**src/sv/binary_image_dfs_direction_trace_assert.svh**
```systemverilog
// ----------------------------------------------------------------------------
// Assertion macros for the binary image direction tracer
// Immediate-consequence and next-cycle implication checks on the block clock.
// ----------------------------------------------------------------------------
`ifndef BINARY_IMAGE_DFS_DIRECTION_TRACE_ASSERT_SVH
`define BINARY_IMAGE_DFS_DIRECTION_TRACE_ASSERT_SVH

`ifndef SYNTHESIS
`define BIDT_ASSERT_IMP(label, ante, cons) \
   label: assert property (@(posedge clock) disable iff (reset) (ante) |-> (cons)) \
      else $error("bidt: implication check failed");
`define BIDT_ASSERT_NXT(label, ante, cons) \
   label: assert property (@(posedge clock) disable iff (reset) (ante) |=> (cons)) \
      else $error("bidt: next-cycle check failed");
`else
`define BIDT_ASSERT_IMP(label, ante, cons)
`define BIDT_ASSERT_NXT(label, ante, cons)
`endif

`endif

```
**src/sv/bidt_pkg.sv**
```systemverilog
// ----------------------------------------------------------------------------
// bidt_pkg
// Shared types, codes and microcode for the binary image direction tracer.
// ----------------------------------------------------------------------------
package bidt_pkg;

   localparam int MAX_ROWS_DEF = 8;
   localparam int MAX_COLS_DEF = 8;

   localparam int OP_W       = 3;
   localparam int COORD_W    = 3;
   localparam int DIR_W      = 2;
   localparam int NDIR_W     = 3;
   localparam int CSR_IDX_W  = 1;
   localparam int CSR_DATA_W = 4;
   localparam int FRAME_W    = 2 * COORD_W + NDIR_W + 1;
   localparam int PC_W       = 4;

   typedef enum logic [OP_W-1:0] {
      OP_WRITE         = 3'd0,
      OP_INVERT        = 3'd1,
      OP_CLEAR_GRID    = 3'd2,
      OP_CLEAR_VISITED = 3'd3,
      OP_TRACE         = 3'd4
   } op_type;

   typedef enum logic [DIR_W-1:0] {
      DIR_UP    = 2'd0,
      DIR_RIGHT = 2'd1,
      DIR_DOWN  = 2'd2,
      DIR_LEFT  = 2'd3
   } dir_type;

   typedef enum logic [CSR_IDX_W-1:0] {
      REG_IMAGE_ROWS = 1'b0,
      REG_IMAGE_COLS = 1'b1
   } csr_reg_type;

   typedef enum logic [3:0] {
      C_NEVER        = 4'd0,
      C_ALWAYS       = 4'd1,
      C_NO_REQ       = 4'd2,
      C_NOT_TRACE    = 4'd3,
      C_BAD_START    = 4'd4,
      C_TOP_DONE     = 4'd5,
      C_NB_BAD       = 4'd6,
      C_NO_EMIT      = 4'd7,
      C_EMIT_BLOCKED = 4'd8,
      C_DEPTH_ONE    = 4'd9,
      C_OUT_BUSY     = 4'd10
   } cond_type;

   typedef struct packed {
      logic no_req;
      logic not_trace;
      logic bad_start;
      logic top_done;
      logic nb_bad;
      logic no_emit;
      logic emit_blocked;
      logic depth_one;
      logic out_busy;
   } cond_flags_type;

   typedef struct packed {
      logic accept;
      logic exec;
      logic init;
      logic start;
      logic trial;
      logic record;
      logic push;
      logic pop;
      logic load;
      logic wrap;
   } act_type;

   typedef struct packed {
      cond_type        cond;
      logic [PC_W-1:0] target;
      act_type         act;
   } ucode_type;

   localparam logic [PC_W-1:0] PC_IDLE  = 4'd0;
   localparam logic [PC_W-1:0] PC_EXEC  = 4'd1;
   localparam logic [PC_W-1:0] PC_CHECK = 4'd2;
   localparam logic [PC_W-1:0] PC_START = 4'd3;
   localparam logic [PC_W-1:0] PC_LOOP  = 4'd4;
   localparam logic [PC_W-1:0] PC_TRIAL = 4'd5;
   localparam logic [PC_W-1:0] PC_TEST  = 4'd6;
   localparam logic [PC_W-1:0] PC_DECIDE = 4'd7;
   localparam logic [PC_W-1:0] PC_EMIT  = 4'd8;
   localparam logic [PC_W-1:0] PC_PUSH  = 4'd9;
   localparam logic [PC_W-1:0] PC_POP   = 4'd10;
   localparam logic [PC_W-1:0] PC_RELOAD = 4'd11;
   localparam logic [PC_W-1:0] PC_FIN   = 4'd15;

   // Program: a fall-through from the final step wraps back to idle.
   function automatic ucode_type ucode_rom(input logic [PC_W-1:0] pc);
      ucode_type w;
      w = '{cond: C_NEVER, target: PC_IDLE, act: '0};
      unique case (pc)
         PC_IDLE: begin
            w.cond = C_NO_REQ;  w.target = PC_IDLE;  w.act.accept = 1'b1;
         end
         PC_EXEC: begin
            w.cond = C_NOT_TRACE;  w.target = PC_FIN;
            w.act.exec = 1'b1;  w.act.init = 1'b1;
         end
         PC_CHECK: begin
            w.cond = C_BAD_START;  w.target = PC_FIN;
         end
         PC_START: begin
            w.act.start = 1'b1;
         end
         PC_LOOP: begin
            w.cond = C_TOP_DONE;  w.target = PC_POP;
         end
         PC_TRIAL: begin
            w.act.trial = 1'b1;
         end
         PC_TEST: begin
            w.cond = C_NB_BAD;  w.target = PC_LOOP;
         end
         PC_DECIDE: begin
            w.cond = C_NO_EMIT;  w.target = PC_PUSH;
         end
         PC_EMIT: begin
            w.cond = C_EMIT_BLOCKED;  w.target = PC_EMIT;  w.act.record = 1'b1;
         end
         PC_PUSH: begin
            w.cond = C_ALWAYS;  w.target = PC_LOOP;  w.act.push = 1'b1;
         end
         PC_POP: begin
            w.cond = C_DEPTH_ONE;  w.target = PC_FIN;  w.act.pop = 1'b1;
         end
         PC_RELOAD: begin
            w.cond = C_ALWAYS;  w.target = PC_LOOP;  w.act.load = 1'b1;
         end
         PC_FIN: begin
            w.cond = C_OUT_BUSY;  w.target = PC_FIN;  w.act.wrap = 1'b1;
         end
         default: begin
            w.cond = C_ALWAYS;  w.target = PC_IDLE;
         end
      endcase
      return w;
   endfunction

endpackage

```
**src/sv/bidt_ram.sv**
```systemverilog
// ----------------------------------------------------------------------------
// bidt_ram
// Generic single-write, single-read RAM with registered read data.
// ----------------------------------------------------------------------------
module bidt_ram #(
   parameter int WIDTH = 8,
   parameter int DEPTH = 64
) (
   input  logic                     clock,
   input  logic                     wr_en,
   input  logic [$clog2(DEPTH)-1:0] wr_addr,
   input  logic [WIDTH-1:0]         wr_data,
   input  logic [$clog2(DEPTH)-1:0] rd_addr,
   output logic [WIDTH-1:0]         rd_data
);

   logic [WIDTH-1:0] mem_ff [DEPTH];
   logic [WIDTH-1:0] rd_data_ff;

   always_ff @(posedge clock) begin
      if (wr_en) begin
         mem_ff[wr_addr] <= wr_data;
      end
      rd_data_ff <= mem_ff[rd_addr];
   end

   assign rd_data = rd_data_ff;

endmodule

```
**src/sv/bidt_seq.sv**
```systemverilog
// ----------------------------------------------------------------------------
// bidt_seq
// Microcode sequencer: step counter, control ROM and conditional jumps.
// ----------------------------------------------------------------------------
module bidt_seq (
   input  logic                     clock,
   input  logic                     reset,
   input  bidt_pkg::cond_flags_type flags,
   output bidt_pkg::ucode_type      ucode
);

   import bidt_pkg::*;

   logic [PC_W-1:0] pc_ff;
   logic [PC_W-1:0] pc_in;
   logic            jump;

   assign ucode = ucode_rom(pc_ff);

   always_comb begin
      unique case (ucode.cond)
         C_NEVER:        jump = 1'b0;
         C_ALWAYS:       jump = 1'b1;
         C_NO_REQ:       jump = flags.no_req;
         C_NOT_TRACE:    jump = flags.not_trace;
         C_BAD_START:    jump = flags.bad_start;
         C_TOP_DONE:     jump = flags.top_done;
         C_NB_BAD:       jump = flags.nb_bad;
         C_NO_EMIT:      jump = flags.no_emit;
         C_EMIT_BLOCKED: jump = flags.emit_blocked;
         C_DEPTH_ONE:    jump = flags.depth_one;
         C_OUT_BUSY:     jump = flags.out_busy;
         default:        jump = 1'b1;
      endcase
      pc_in = jump ? ucode.target : pc_ff + 1'b1;
   end

   always_ff @(posedge clock) begin
      if (reset) begin
         pc_ff <= PC_IDLE;
      end else begin
         pc_ff <= pc_in;
      end
   end

endmodule

```
**src/sv/binary_image_dfs_direction_trace.sv**
```systemverilog
// ----------------------------------------------------------------------------
// binary_image_dfs_direction_trace
// Binary pixel grid with a visited map and a depth-first direction tracer.
// ----------------------------------------------------------------------------
// Usage:
//   req_* carries one transaction per operation: write pixel, invert pixel,
//   clear grid, clear visited map or trace from (req_row, req_col).
//   rsp_* returns one or more transactions per request; rsp_last marks the
//   final one. A trace returns one transaction per recorded step; every
//   other request, and a trace without steps, returns one empty transaction.
//   csr_* writes image_rows (index 0) and image_cols (index 1) while idle.
// Timing:
//   One request at a time; req_stall is low only while the sequencer waits
//   for work. A non-trace request is accepted in the idle step, executed in
//   the exec step and answered from the final step. A trace tries each
//   direction in turn through the single neighbour lookup, pushes a frame to
//   the stack RAM for each pixel reached and reloads a frame on each pixel
//   left but the start pixel, all in one microcode loop.
// Reset and stall:
//   Reset clears grid, visited map and counters and sets both sizes to 8.
//   A response is held in an output register; while rsp_stall is high the
//   trace halts at its next result until the held one is taken.
// ----------------------------------------------------------------------------
module binary_image_dfs_direction_trace #(
   parameter int MAX_ROWS = bidt_pkg::MAX_ROWS_DEF,
   parameter int MAX_COLS = bidt_pkg::MAX_COLS_DEF
) (
   input  logic                            clock,
   input  logic                            reset,
   input  logic                            req_valid,
   output logic                            req_stall,
   input  logic [bidt_pkg::OP_W-1:0]       req_op,
   input  logic [bidt_pkg::COORD_W-1:0]    req_row,
   input  logic [bidt_pkg::COORD_W-1:0]    req_col,
   input  logic                            req_pixel_value,
   output logic                            rsp_valid,
   input  logic                            rsp_stall,
   output logic [bidt_pkg::DIR_W-1:0]      rsp_direction,
   output logic                            rsp_has_direction,
   output logic                            rsp_last,
   input  logic                            csr_wr_en,
   input  logic [bidt_pkg::CSR_IDX_W-1:0]  csr_index,
   input  logic [bidt_pkg::CSR_DATA_W-1:0] csr_wdata
);

   import bidt_pkg::*;

`include "binary_image_dfs_direction_trace_assert.svh"

   localparam int CELLS   = MAX_ROWS * MAX_COLS;
   localparam int CELL_W  = $clog2(CELLS);
   localparam int DEPTH_W = $clog2(CELLS + 1);
   localparam int ADDR_W  = $clog2(CELLS);

   function automatic logic [CELL_W-1:0] cell_of(input logic [COORD_W-1:0] r,
                                                 input logic [COORD_W-1:0] c);
      cell_of = CELL_W'(int'(r) * MAX_COLS + int'(c));
   endfunction

   logic [CSR_DATA_W-1:0] rows_ff, cols_ff, rows_in, cols_in;
   logic [CSR_DATA_W-1:0] rows_used, cols_used;

   op_type               op_ff, op_in;
   logic [COORD_W-1:0]   row_ff, col_ff, row_in, col_in;
   logic                 val_ff, val_in;

   logic [CELLS-1:0]     pixel_ff, pixel_in;
   logic [CELLS-1:0]     visited_ff, visited_in;

   logic [COORD_W-1:0]   cur_r_ff, cur_c_ff, cur_r_in, cur_c_in;
   logic [NDIR_W-1:0]    cur_dir_ff, cur_dir_in;
   logic                 cur_moved_ff, cur_moved_in;
   logic [DEPTH_W-1:0]   depth_ff, depth_in;

   logic                 nb_ok_ff, nb_ok_in;
   logic [COORD_W-1:0]   nb_r_ff, nb_c_ff, nb_r_in, nb_c_in;
   dir_type              step_dir_ff, step_dir_in;

   dir_type              last_dir_ff, last_dir_in;
   logic                 emitted_ff, emitted_in;
   logic                 pend_valid_ff, pend_valid_in;
   dir_type              pend_dir_ff, pend_dir_in;

   logic                 rsp_valid_ff, rsp_valid_in;
   logic [DIR_W-1:0]     rsp_dir_ff, rsp_dir_in;
   logic                 rsp_has_ff, rsp_has_in;
   logic                 rsp_last_ff, rsp_last_in;

   ucode_type            ucode;
   cond_flags_type       flags;

   logic                 fire, out_free, out_load, record_go, need_emit, start_ok;
   logic                 pix_ok, edge_ok, nb_ok;
   logic [CELL_W-1:0]    pix_cell, nb_cell;
   logic [COORD_W-1:0]   nr, nc;

   logic                 ram_we;
   logic [ADDR_W-1:0]    ram_waddr, ram_raddr;
   logic [FRAME_W-1:0]   ram_wdata, ram_rdata;

   bidt_seq u_seq (
      .clock (clock),
      .reset (reset),
      .flags (flags),
      .ucode (ucode)
   );

   bidt_ram #(
      .WIDTH (FRAME_W),
      .DEPTH (CELLS)
   ) u_stack (
      .clock   (clock),
      .wr_en   (ram_we),
      .wr_addr (ram_waddr),
      .wr_data (ram_wdata),
      .rd_addr (ram_raddr),
      .rd_data (ram_rdata)
   );

   assign rows_used = (rows_ff > CSR_DATA_W'(MAX_ROWS)) ? CSR_DATA_W'(MAX_ROWS) : rows_ff;
   assign cols_used = (cols_ff > CSR_DATA_W'(MAX_COLS)) ? CSR_DATA_W'(MAX_COLS) : cols_ff;

   assign pix_cell = cell_of(row_ff, col_ff);
   assign pix_ok   = ({1'b0, row_ff} < rows_used) && ({1'b0, col_ff} < cols_used);
   assign start_ok = pix_ok;

   // neighbour in the direction about to be tried
   always_comb begin
      nr = cur_r_ff;
      nc = cur_c_ff;
      unique case (dir_type'(cur_dir_ff[DIR_W-1:0]))
         DIR_UP: begin
            edge_ok = cur_r_ff != '0;
            nr      = cur_r_ff - 1'b1;
         end
         DIR_RIGHT: begin
            edge_ok = ({1'b0, cur_c_ff} + CSR_DATA_W'(1)) < cols_used;
            nc      = cur_c_ff + 1'b1;
         end
         DIR_DOWN: begin
            edge_ok = ({1'b0, cur_r_ff} + CSR_DATA_W'(1)) < rows_used;
            nr      = cur_r_ff + 1'b1;
         end
         DIR_LEFT: begin
            edge_ok = cur_c_ff != '0;
            nc      = cur_c_ff - 1'b1;
         end
         default: edge_ok = 1'b0;
      endcase
   end

   assign nb_cell = cell_of(nr, nc);
   assign nb_ok   = edge_ok && pixel_ff[nb_cell] && !visited_ff[nb_cell];

   assign fire      = req_valid && ucode.act.accept;
   assign out_free  = !rsp_valid_ff || !rsp_stall;
   assign record_go = ucode.act.record && !(pend_valid_ff && !out_free);
   assign out_load  = (ucode.act.record && pend_valid_ff && out_free)
                      || (ucode.act.wrap && out_free);
   assign need_emit = cur_moved_ff || !emitted_ff || (last_dir_ff != step_dir_ff);

   always_comb begin
      flags.no_req       = !req_valid;
      flags.not_trace    = op_ff != OP_TRACE;
      flags.bad_start    = !start_ok;
      flags.top_done     = cur_dir_ff[NDIR_W-1];
      flags.nb_bad       = !nb_ok_ff;
      flags.no_emit      = !need_emit;
      flags.emit_blocked = pend_valid_ff && !out_free;
      flags.depth_one    = depth_ff == DEPTH_W'(1);
      flags.out_busy     = !out_free;
   end

   assign ram_we    = ucode.act.push;
   assign ram_waddr = ADDR_W'(depth_ff - DEPTH_W'(1));
   assign ram_wdata = {cur_r_ff, cur_c_ff, cur_dir_ff, 1'b1};
   assign ram_raddr = ADDR_W'(depth_ff - DEPTH_W'(2));

   always_comb begin
      rows_in       = rows_ff;
      cols_in       = cols_ff;
      op_in         = op_ff;
      row_in        = row_ff;
      col_in        = col_ff;
      val_in        = val_ff;
      pixel_in      = pixel_ff;
      visited_in    = visited_ff;
      cur_r_in      = cur_r_ff;
      cur_c_in      = cur_c_ff;
      cur_dir_in    = cur_dir_ff;
      cur_moved_in  = cur_moved_ff;
      depth_in      = depth_ff;
      nb_ok_in      = nb_ok_ff;
      nb_r_in       = nb_r_ff;
      nb_c_in       = nb_c_ff;
      step_dir_in   = step_dir_ff;
      last_dir_in   = last_dir_ff;
      emitted_in    = emitted_ff;
      pend_valid_in = pend_valid_ff;
      pend_dir_in   = pend_dir_ff;
      rsp_valid_in  = rsp_valid_ff && rsp_stall;
      rsp_dir_in    = rsp_dir_ff;
      rsp_has_in    = rsp_has_ff;
      rsp_last_in   = rsp_last_ff;

      if (csr_wr_en) begin
         unique case (csr_reg_type'(csr_index))
            REG_IMAGE_ROWS: rows_in = csr_wdata;
            REG_IMAGE_COLS: cols_in = csr_wdata;
            default: ;
         endcase
      end

      if (fire) begin
         op_in  = op_type'(req_op);
         row_in = req_row;
         col_in = req_col;
         val_in = req_pixel_value;
      end

      if (ucode.act.exec) begin
         unique case (op_ff)
            OP_WRITE:         if (pix_ok) pixel_in[pix_cell] = val_ff;
            OP_INVERT:        if (pix_ok) pixel_in[pix_cell] = !pixel_ff[pix_cell];
            OP_CLEAR_GRID:    pixel_in = '0;
            OP_CLEAR_VISITED: visited_in = '0;
            default: ;
         endcase
      end

      if (ucode.act.init) begin
         emitted_in    = 1'b0;
         last_dir_in   = DIR_UP;
         pend_valid_in = 1'b0;
      end

      if (ucode.act.start) begin
         visited_in[pix_cell] = 1'b1;
         cur_r_in     = row_ff;
         cur_c_in     = col_ff;
         cur_dir_in   = '0;
         cur_moved_in = 1'b0;
         depth_in     = DEPTH_W'(1);
      end

      if (ucode.act.trial) begin
         nb_ok_in    = nb_ok;
         nb_r_in     = nr;
         nb_c_in     = nc;
         step_dir_in = dir_type'(cur_dir_ff[DIR_W-1:0]);
         cur_dir_in  = cur_dir_ff + 1'b1;
      end

      if (record_go) begin
         pend_dir_in   = step_dir_ff;
         pend_valid_in = 1'b1;
         last_dir_in   = step_dir_ff;
         emitted_in    = 1'b1;
      end

      if (ucode.act.push) begin
         visited_in[cell_of(nb_r_ff, nb_c_ff)] = 1'b1;
         cur_r_in     = nb_r_ff;
         cur_c_in     = nb_c_ff;
         cur_dir_in   = '0;
         cur_moved_in = 1'b0;
         depth_in     = depth_ff + 1'b1;
      end

      if (ucode.act.pop) begin
         depth_in = depth_ff - 1'b1;
      end

      if (ucode.act.load) begin
         {cur_r_in, cur_c_in, cur_dir_in, cur_moved_in} = ram_rdata;
      end

      if (ucode.act.wrap && out_free) begin
         pend_valid_in = 1'b0;
      end

      if (out_load) begin
         rsp_valid_in = 1'b1;
         rsp_dir_in   = pend_valid_ff ? pend_dir_ff : DIR_UP;
         rsp_has_in   = pend_valid_ff;
         rsp_last_in  = ucode.act.wrap;
      end
   end

   always_ff @(posedge clock) begin
      if (reset) begin
         rows_ff       <= CSR_DATA_W'(8);
         cols_ff       <= CSR_DATA_W'(8);
         pixel_ff      <= '0;
         visited_ff    <= '0;
         depth_ff      <= '0;
         last_dir_ff   <= DIR_UP;
         emitted_ff    <= 1'b0;
         pend_valid_ff <= 1'b0;
         rsp_valid_ff  <= 1'b0;
      end else begin
         rows_ff       <= rows_in;
         cols_ff       <= cols_in;
         pixel_ff      <= pixel_in;
         visited_ff    <= visited_in;
         depth_ff      <= depth_in;
         last_dir_ff   <= last_dir_in;
         emitted_ff    <= emitted_in;
         pend_valid_ff <= pend_valid_in;
         rsp_valid_ff  <= rsp_valid_in;
      end
   end

   always_ff @(posedge clock) begin
      op_ff        <= op_in;
      row_ff       <= row_in;
      col_ff       <= col_in;
      val_ff       <= val_in;
      cur_r_ff     <= cur_r_in;
      cur_c_ff     <= cur_c_in;
      cur_dir_ff   <= cur_dir_in;
      cur_moved_ff <= cur_moved_in;
      nb_ok_ff     <= nb_ok_in;
      nb_r_ff      <= nb_r_in;
      nb_c_ff      <= nb_c_in;
      step_dir_ff  <= step_dir_in;
      pend_dir_ff  <= pend_dir_in;
      rsp_dir_ff   <= rsp_dir_in;
      rsp_has_ff   <= rsp_has_in;
      rsp_last_ff  <= rsp_last_in;
   end

   assign req_stall         = !ucode.act.accept;
   assign rsp_valid         = rsp_valid_ff;
   assign rsp_direction     = rsp_dir_ff;
   assign rsp_has_direction = rsp_has_ff;
   assign rsp_last          = rsp_last_ff;

   `BIDT_ASSERT_IMP(a_depth_bound, 1'b1, depth_ff <= DEPTH_W'(CELLS))
   `BIDT_ASSERT_IMP(a_accept_clean, req_valid && !req_stall, depth_ff == '0 && !pend_valid_ff)
   `BIDT_ASSERT_IMP(a_push_legal, ucode.act.push, nb_ok_ff && depth_ff != '0)
   `BIDT_ASSERT_IMP(a_load_free, out_load, out_free)
   `BIDT_ASSERT_NXT(a_start_marks, ucode.act.start, visited_ff[pix_cell] && depth_ff == DEPTH_W'(1))

endmodule

```
**config.mk**
```make
export PLATFORM = sky130hd
export DESIGN_NAME = binary_image_dfs_direction_trace
export DESIGN_NICKNAME = d
export VERILOG_FILES = /design/src/sv/bidt_pkg.sv /design/src/sv/bidt_ram.sv /design/src/sv/bidt_seq.sv /design/src/sv/binary_image_dfs_direction_trace.sv
export VERILOG_INCLUDE_DIRS = /design/src /design/src/sv
export SDC_FILE = /design/constraint.sdc
export NUM_CORES = 1
export LEC_CHECK = 0
export BUFFER_PORTS_ARGS = -buffer_cell sky130_fd_sc_hd__buf_4
export CAP_MARGIN = 20
export CORE_UTILIZATION = 40
export CTS_BUF_LIST = sky130_fd_sc_hd__clkbuf_8
export CTS_CLUSTER_SIZE = 28
export DETAILED_ROUTE_END_ITERATION = 6
export MAX_ROUTING_LAYER = met4
export PLACE_DENSITY = 0.64
export SLEW_MARGIN = 20
export SYNTH_ARGS = -nofsm -noshare
export SYNTH_HDL_FRONTEND = slang
export SYNTH_SLANG_ARGS = --single-unit
```
**constraint.sdc**
```tcl
create_clock -name clock -period 5.4 [get_ports clock]
set_input_delay 1.08 -clock clock [delete_from_list [all_inputs] [get_ports clock]]
set_output_delay 1.08 -clock clock [all_outputs]
set_load 0.05 [all_outputs]
```
Word level (Yosys, flattened, before mapping)

Memories as Yosys holds them, arrays and structs flattened. A register that Yosys moved wholly into a read port is not among the register bits.
Index checks and enable logic that the tools add are counted.

Register bits after elaboration: 197
Bits in latches: 0
Memory bits (writable): 576
Bits in read-only memories: 0
Input bits: 20
Output and inout port bits: 6
Logic and storage cells: 192
Memories: 1

Add/subtract/negate cells: 14
$mul: 0
Div/mod/pow operators: 0
$lt $le $gt $ge: 11
Equality and inequality tests: 32
Shift operators: 0
Multiplexer cells: 59
Bitwise logic cells: 3
Reduce and logical (&&, ||, !) cells: 45

Memories:

| memory         | depth | width | rd ports | clocked after Yosys merged registers in | wr ports | RTL line       | text |
|---|---|---|---|---|---|---|---|
| u_stack.mem_ff | 64    | 9     | 1        | 1                                       | 1        | bidt_ram.sv:17 | `logic [WIDTH-1:0] mem_ff [DEPTH];` |

Operators with widths:

| operator                                                          | number |
|---|---|
| 2-to-1 mux 64 bit                                                 | 6 |
| one-hot mux 64 bit (3 select lines)                               | 1 |
| bitwise mux 64 bit                                                | 2 |
| OR 64 bit                                                         | 2 |
| one-hot mux 8 bit (11 select lines)                               | 1 |
| equality test 4 x 3 -> 1 bit, second input constant               | 8 |
| equality test 4 bit, second input constant                        | 8 |
| 2-to-1 mux 3 bit                                                  | 10 |
| < comparator 6 x 7 -> 1 bit, second input constant                | 3 |
| 2-to-1 mux 1 bit                                                  | 21 |
| 2-to-1 mux 7 bit                                                  | 3 |
| adder 6 x 3 -> 6 bit                                              | 3 |
| binary-select mux 1 bit (select 6 bit)                            | 3 |
| equality test 4 x 2 -> 1 bit, second input constant               | 4 |
| nonzero test 3 bit                                                | 5 |
| demux 1 bit (select 6 bit)                                        | 2 |
| greater-or-equal comparator 6 x 1 -> 1 bit, second input constant | 2 |
| logical AND 1 bit                                                 | 12 |
| zero test 1 bit                                                   | 12 |
| 2-to-1 mux 4 bit                                                  | 3 |
| one-hot mux 3 bit (2 select lines)                                | 2 |
| one-hot mux 1 bit (10 select lines)                               | 1 |
| adder 3 x 1 -> 3 bit, second input constant                       | 3 |
| adder 3 x 1 -> 4 bit, second input constant                       | 2 |
| 29 further kinds                                                  | 45 |

Logic depth before layout (Yosys ltp)

Depth in word-level cells: 9
Gate-level depth with buffers: 12

Modules after synthesis

A second synthesis with hierarchy kept.

Cells, all modules: 2546
Area, all modules: 36820.3 um^2

By module, submodules not included:

| module                           | instances | cells each | area each (um^2) | sequential area each (um^2) |
|---|---|---|---|---|
| bidt_ram                         | 1         | 1118       | 25101.6          | 19418.6 |
| binary_image_dfs_direction_trace | 1         | 1317       | 10944.2          | 4013.8 |
| bidt_seq                         | 1         | 111        | 774.5            | 80.1 |

Worst setup path before layout

Ideal clock, no wire load.

Path kind: register -> register
Start: register cur_dir_ff[0]
End: register nb_ok_ff (data pin)
Library setup time: 266 ps
Data arrival time: 3453 ps
Data required time: 5134 ps
Setup slack: 1681 ps
Stages on the path, launching flop included: 9
Path buffers: 1
Path through: edfxtp_1 ha_1 fa_1 mux2i_2 buf_2 o21ai_0 mux4_2 a211oi_1 nor4_2

Longest elaborated chain between the ends: 7
Elaborated cells between the ends (all ways): 15
Classes of those cells: add/sub: 1; eq/ne: 3; mux: 7; reduce/logical: 4

Ends and longest elaborated chain:

| item                                                 | RTL line                                | text |
|---|---|---|
| start, declared                                      | binary_image_dfs_direction_trace.sv:71  | `logic [NDIR_W-1:0] cur_dir_ff, cur_dir_in;` |
| start signal, assigned                               | binary_image_dfs_direction_trace.sv:321 | `cur_dir_ff <= cur_dir_in;` |
| equality test 2 bit, or another cell as far along    | binary_image_dfs_direction_trace.sv:131 | `unique case (dir_type'(cur_dir_ff[DIR_W-1:0]))` |
| one-hot mux 3 bit (2 select lines)                   | binary_image_dfs_direction_trace.sv:131 |  |
| adder 6 x 3 -> 6 bit                                 | binary_image_dfs_direction_trace.sv:57  | `cell_of = CELL_W'(int'(r) * MAX_COLS + int'(c));` |
| binary-select mux 1 bit (select 6 bit)               | binary_image_dfs_direction_trace.sv:153 | `assign nb_ok = edge_ok && pixel_ff[nb_cell] && !visited_ff[nb_cell];` |
| 2-to-1 mux 1 bit (not written as such)               | binary_image_dfs_direction_trace.sv:153 |  |
| logical AND 1 bit or zero test 1 bit (tied branches) | binary_image_dfs_direction_trace.sv:153 |  |
| logical AND 1 bit (*)                                | binary_image_dfs_direction_trace.sv:153 |  |
| via nb_ok                                            | binary_image_dfs_direction_trace.sv:93  | `logic pix_ok, edge_ok, nb_ok;` |
| end signal, assigned                                 | binary_image_dfs_direction_trace.sv:323 | `nb_ok_ff <= nb_ok_in;` |
| end, declared                                        | binary_image_dfs_direction_trace.sv:75  | `logic nb_ok_ff, nb_ok_in;` |

Mark *: on every way through the listed nets, which the timed path passes. The rest lies on a longest branch. The select of a mux whose other input is x is not followed.
A chain may end at the register's enable or synchronous reset.

Worst setup path after layout

Start: register depth_ff[1]
End: memory u_stack.mem_ff[59][4] (netlist bit), enable pin

Longest elaborated chain between the ends: 1

Ends and longest elaborated chain:

| item                      | RTL line                                | text |
|---|---|---|
| start, declared           | binary_image_dfs_direction_trace.sv:73  | `logic [DEPTH_W-1:0] depth_ff, depth_in;` |
| start signal, assigned    | binary_image_dfs_direction_trace.sv:306 | `depth_ff <= depth_in;` |
| subtractor 7 x 1 -> 7 bit | --                                      |  |
| end, declared             | bidt_ram.sv:17                          |  |

Every way passes these cells.

==> impl_metrics.json <==
{
  "status": "complete, no violations",
  "n_fill_cell": 7129,
  "ant_nets": 0,
  "hold_viol": 0,
  "path_common_cell": "nand2_1",
  "first_iter_violations": 2287,
  "pwr_density_cell_nw_per_um2": 407,
  "syn-num-nets": 2290,
  "synthesis.instances": 2239,
  "syn_area_sq_um": 33300,
  "synth_most_common_cell": "edfxtp_1",
  "worstSetupEndpointType": "flip-flop",
  "maxCapViolations": 0,
  "wirelength_microns": 84000,
  "post-cts-setup-buffers": 0,
  "relSlewSlack_pct": 23.6,
  "die_w_microns": 291,
  "synth_ff_type": "edfxtp_1",
  "crit_buf_inv": 1,
  "rr_startpoint": "depth_ff[1]$_SDFFE_PP0P_",
  "finalMaxSlewViolations": 0,
  "h-tree-depth": 4,
  "worstSetupStartpoint": "depth_ff[1]$_SDFFE_PP0P_",
  "grt_max_degree": 71,
  "cts_root_buf": "clkbuf_8",
  "worstMarginPinSlew_ns": 1.14,
  "yosysTopAreaCell": "edfxtp_1",
  "fin_skew_ns": 0.0523,
  "layoutNonFillerInstCount": 3463,
  "start_kind": "flip-flop",
  "synth-edff-count": 611,
  "grt_pass1_wl_microns": 128000,
  "use_met2_pct": 30.4,
  "cp.arrival_ns": 4.23,
  "ctsResizeCount": 0,
  "crit_type": "flip-flop to flip-flop",
  "dr_total_vias": 20400,
  "period_share_pct": 70.8,
  "ir_worst_vdd_uv": 245,
  "clock-sinks": 772,
  "grt_overflow": 0,
  "cts_buffers": 131,
  "final_nets": 2339,
  "first_pass_iters": 6,
  "fp.dieArea_sq_um": 84500,
  "slowest_stage": "nor2_1",
  "ctsHoldBuffers": 0,
  "ys_seq_elements": 772,
  "path_max_fanout": 44,
  "io_pins": 26,
  "setup_violations": 0,
  "cts.reportedPaths.clkPinSlew_ns": 0.06,
  "yosysSeqAreaShare_pct": 64.7,
  "rsz0062_at_grt": "false",
  "timing.hold.ws_ns": 0.459,
  "vias_per_cell": 5.89,
  "cp_top_family": "simple AND/OR/NAND/NOR gates",
  "synth.distinct_cells": 82,
  "clock_path_buffers": 3,
  "register_area_sq_um": 21600,
  "cts_tree": "done",
  "area_delta_synth_final_pct": 11.3,
  "met1_usage_pct": 28.7,
  "first_global_vias": 20200,
  "grtUsageMet3_pct": 4.16,
  "drive_above_1_share_pct": 19.3,
  "yosys_warnings": 0,
  "placementRows": 105,
  "synthTopCellsByArea": "edfxtp_1 (55%), mux4_2 (12%), dfxtp_1 (9.7%)",
  "gp_congestion": 0.946,
  "synth_top_cell_area_share_pct": 55.0,
  "min-delay-start": "req_col[2]",
  "ys_top_cells_by_count": "edfxtp_1 (611), nand2_1 (193), mux4_2 (184)",
  "die_h_microns": 291,
  "p_leak_uw": 0.0115,
  "setup_tns_ns": 0,
  "core-area_sq_um": 82200,
  "slowest_delay_ns": 0.94,
  "synth.avg_cell_area_sq_um": 14.9,
  "cp.required_ns": 5.80,
  "multi_input_area_sq_um": 10900,
  "fmax_ghz": 0.261,
  "clk_latency_ns": 0.81,
  "wl_per_cell_microns": 24.3,
  "antenna_found_initial": 1,
  "track_usage_pct": 20.6,
  "period_minus_slack_ns": 3.83,
  "top_usage_layer": "met2",
  "drc": 0,
  "path_cells": "inv_1 > ha_1 > a21boi_0 > nand2_1 > xnor2_1 > nand2_1 > nor2_1",
  "initial_core_util_pct": 40.5,
  "io_buffers": 25,
  "hpwl_microns": 53500,
  "dp.cells": 3222,
  "async_flop_share_pct": 0,
  "hold_class": "input pin to flip-flop"
}
## metal layers
metal  vias up  wire, microns
met1     10300          36900
met5         -              0
met4         0           2100
met2       958          38200
met3       171           6780
li1       8931              -
## state kept, by name, indices dropped and copies added (netlist names), 4 cells and up, named ones only
name,flops
depth_ff,7
visited_ff,64
cols_ff,4
u_stack.mem_ff,576
rows_ff,4
u_stack.rd_data,9
u_seq.pc_ff,4
## area by class of cell
type / count / area share (%)
Antenna cell: 1 / 0.00674
Clock buffer: 136 / 5.04
Clock inverter: 101 / 1.80
Inverter: 50 / 0.506
Multi-Input combinational cell: 1263 / 29.3
Sequential cell: 772 / 58.1
Tap cell: 1070 / 3.61
Timing Repair Buffer: 70 / 1.57
## logic make-up after synthesis
kind of cell    count (synthesis)  synth area share, %
compound gates                422                 8.66
xor+xnor                       19                0.544
fa+ha+maj                      31                 1.21
buf+inv                       204                 2.81
flops                         772                 64.7
mux                           222                 13.6
simple gates                  569                 8.47
## layout by cell type (no fill, tap or decap), types with 9 or more instances in the layout
cell | Yosys | layout
edfxtp_1 | 611 | 611
nand2_1 | 193 | 193
mux4_2 | 184 | 184
dfxtp_1 | 161 | 159
a21oi_1 | 154 | 154
clkbuf_8 | 0 | 136
nor2_1 | 124 | 124
inv_1 | 47 | 87
buf_4 | 4 | 64
a22oi_1 | 63 | 63
or3_1 | 63 | 63
o31a_1 | 61 | 61
ha_1 | 29 | 29
nor3_1 | 29 | 27
mux2i_1 | 27 | 27
o21ai_0 | 26 | 26
nand3_1 | 26 | 25
clkinv_1 | 0 | 25
a221oi_1 | 22 | 22
nor3b_1 | 21 | 21
nor2b_1 | 19 | 19
a211oi_1 | 19 | 19
nand2b_1 | 18 | 18
nand3b_1 | 18 | 18
clkinv_2 | 0 | 15
a31oi_1 | 12 | 12
and2_1 | 10 | 10
nor4_1 | 9 | 9
## worst paths after layout
check / to / slack [ns] / cells past startpoint
worst max register to register: u_stack.mem_ff[59][4]$_DFFE_PP_ / 1.57 / 7
worst min register to register: cols_ff[2]$_SDFFE_PP0P_ / 0.47 / 2
worst max-delay path: u_stack.mem_ff[59][4]$_DFFE_PP_ / 1.57 / 7
worst min-delay path: col_ff[2]$_DFFE_PP_ / 0.46 / 1
## metrics by stage
step                setup slack (ns)  power [uW]  utilization (%)  area, sq um
finish                          1.57       15100             45.1        37100
global route                    1.45       15700             45.1        37100
CTS                             1.58       15200             45.0        37000
detailed placement              1.62       10100             42.0        34500
global placement                1.53       10100             41.9        34500
floorplan                       1.68        9210                -        33300
## report_power, final
part,switching [uW],internal (uW),total (uW)
clock network,2460,2630,5090
registers,259,6750,7010
logic,1870,1160,3030
Note: power is estimated with default switching activity, not from simulation.
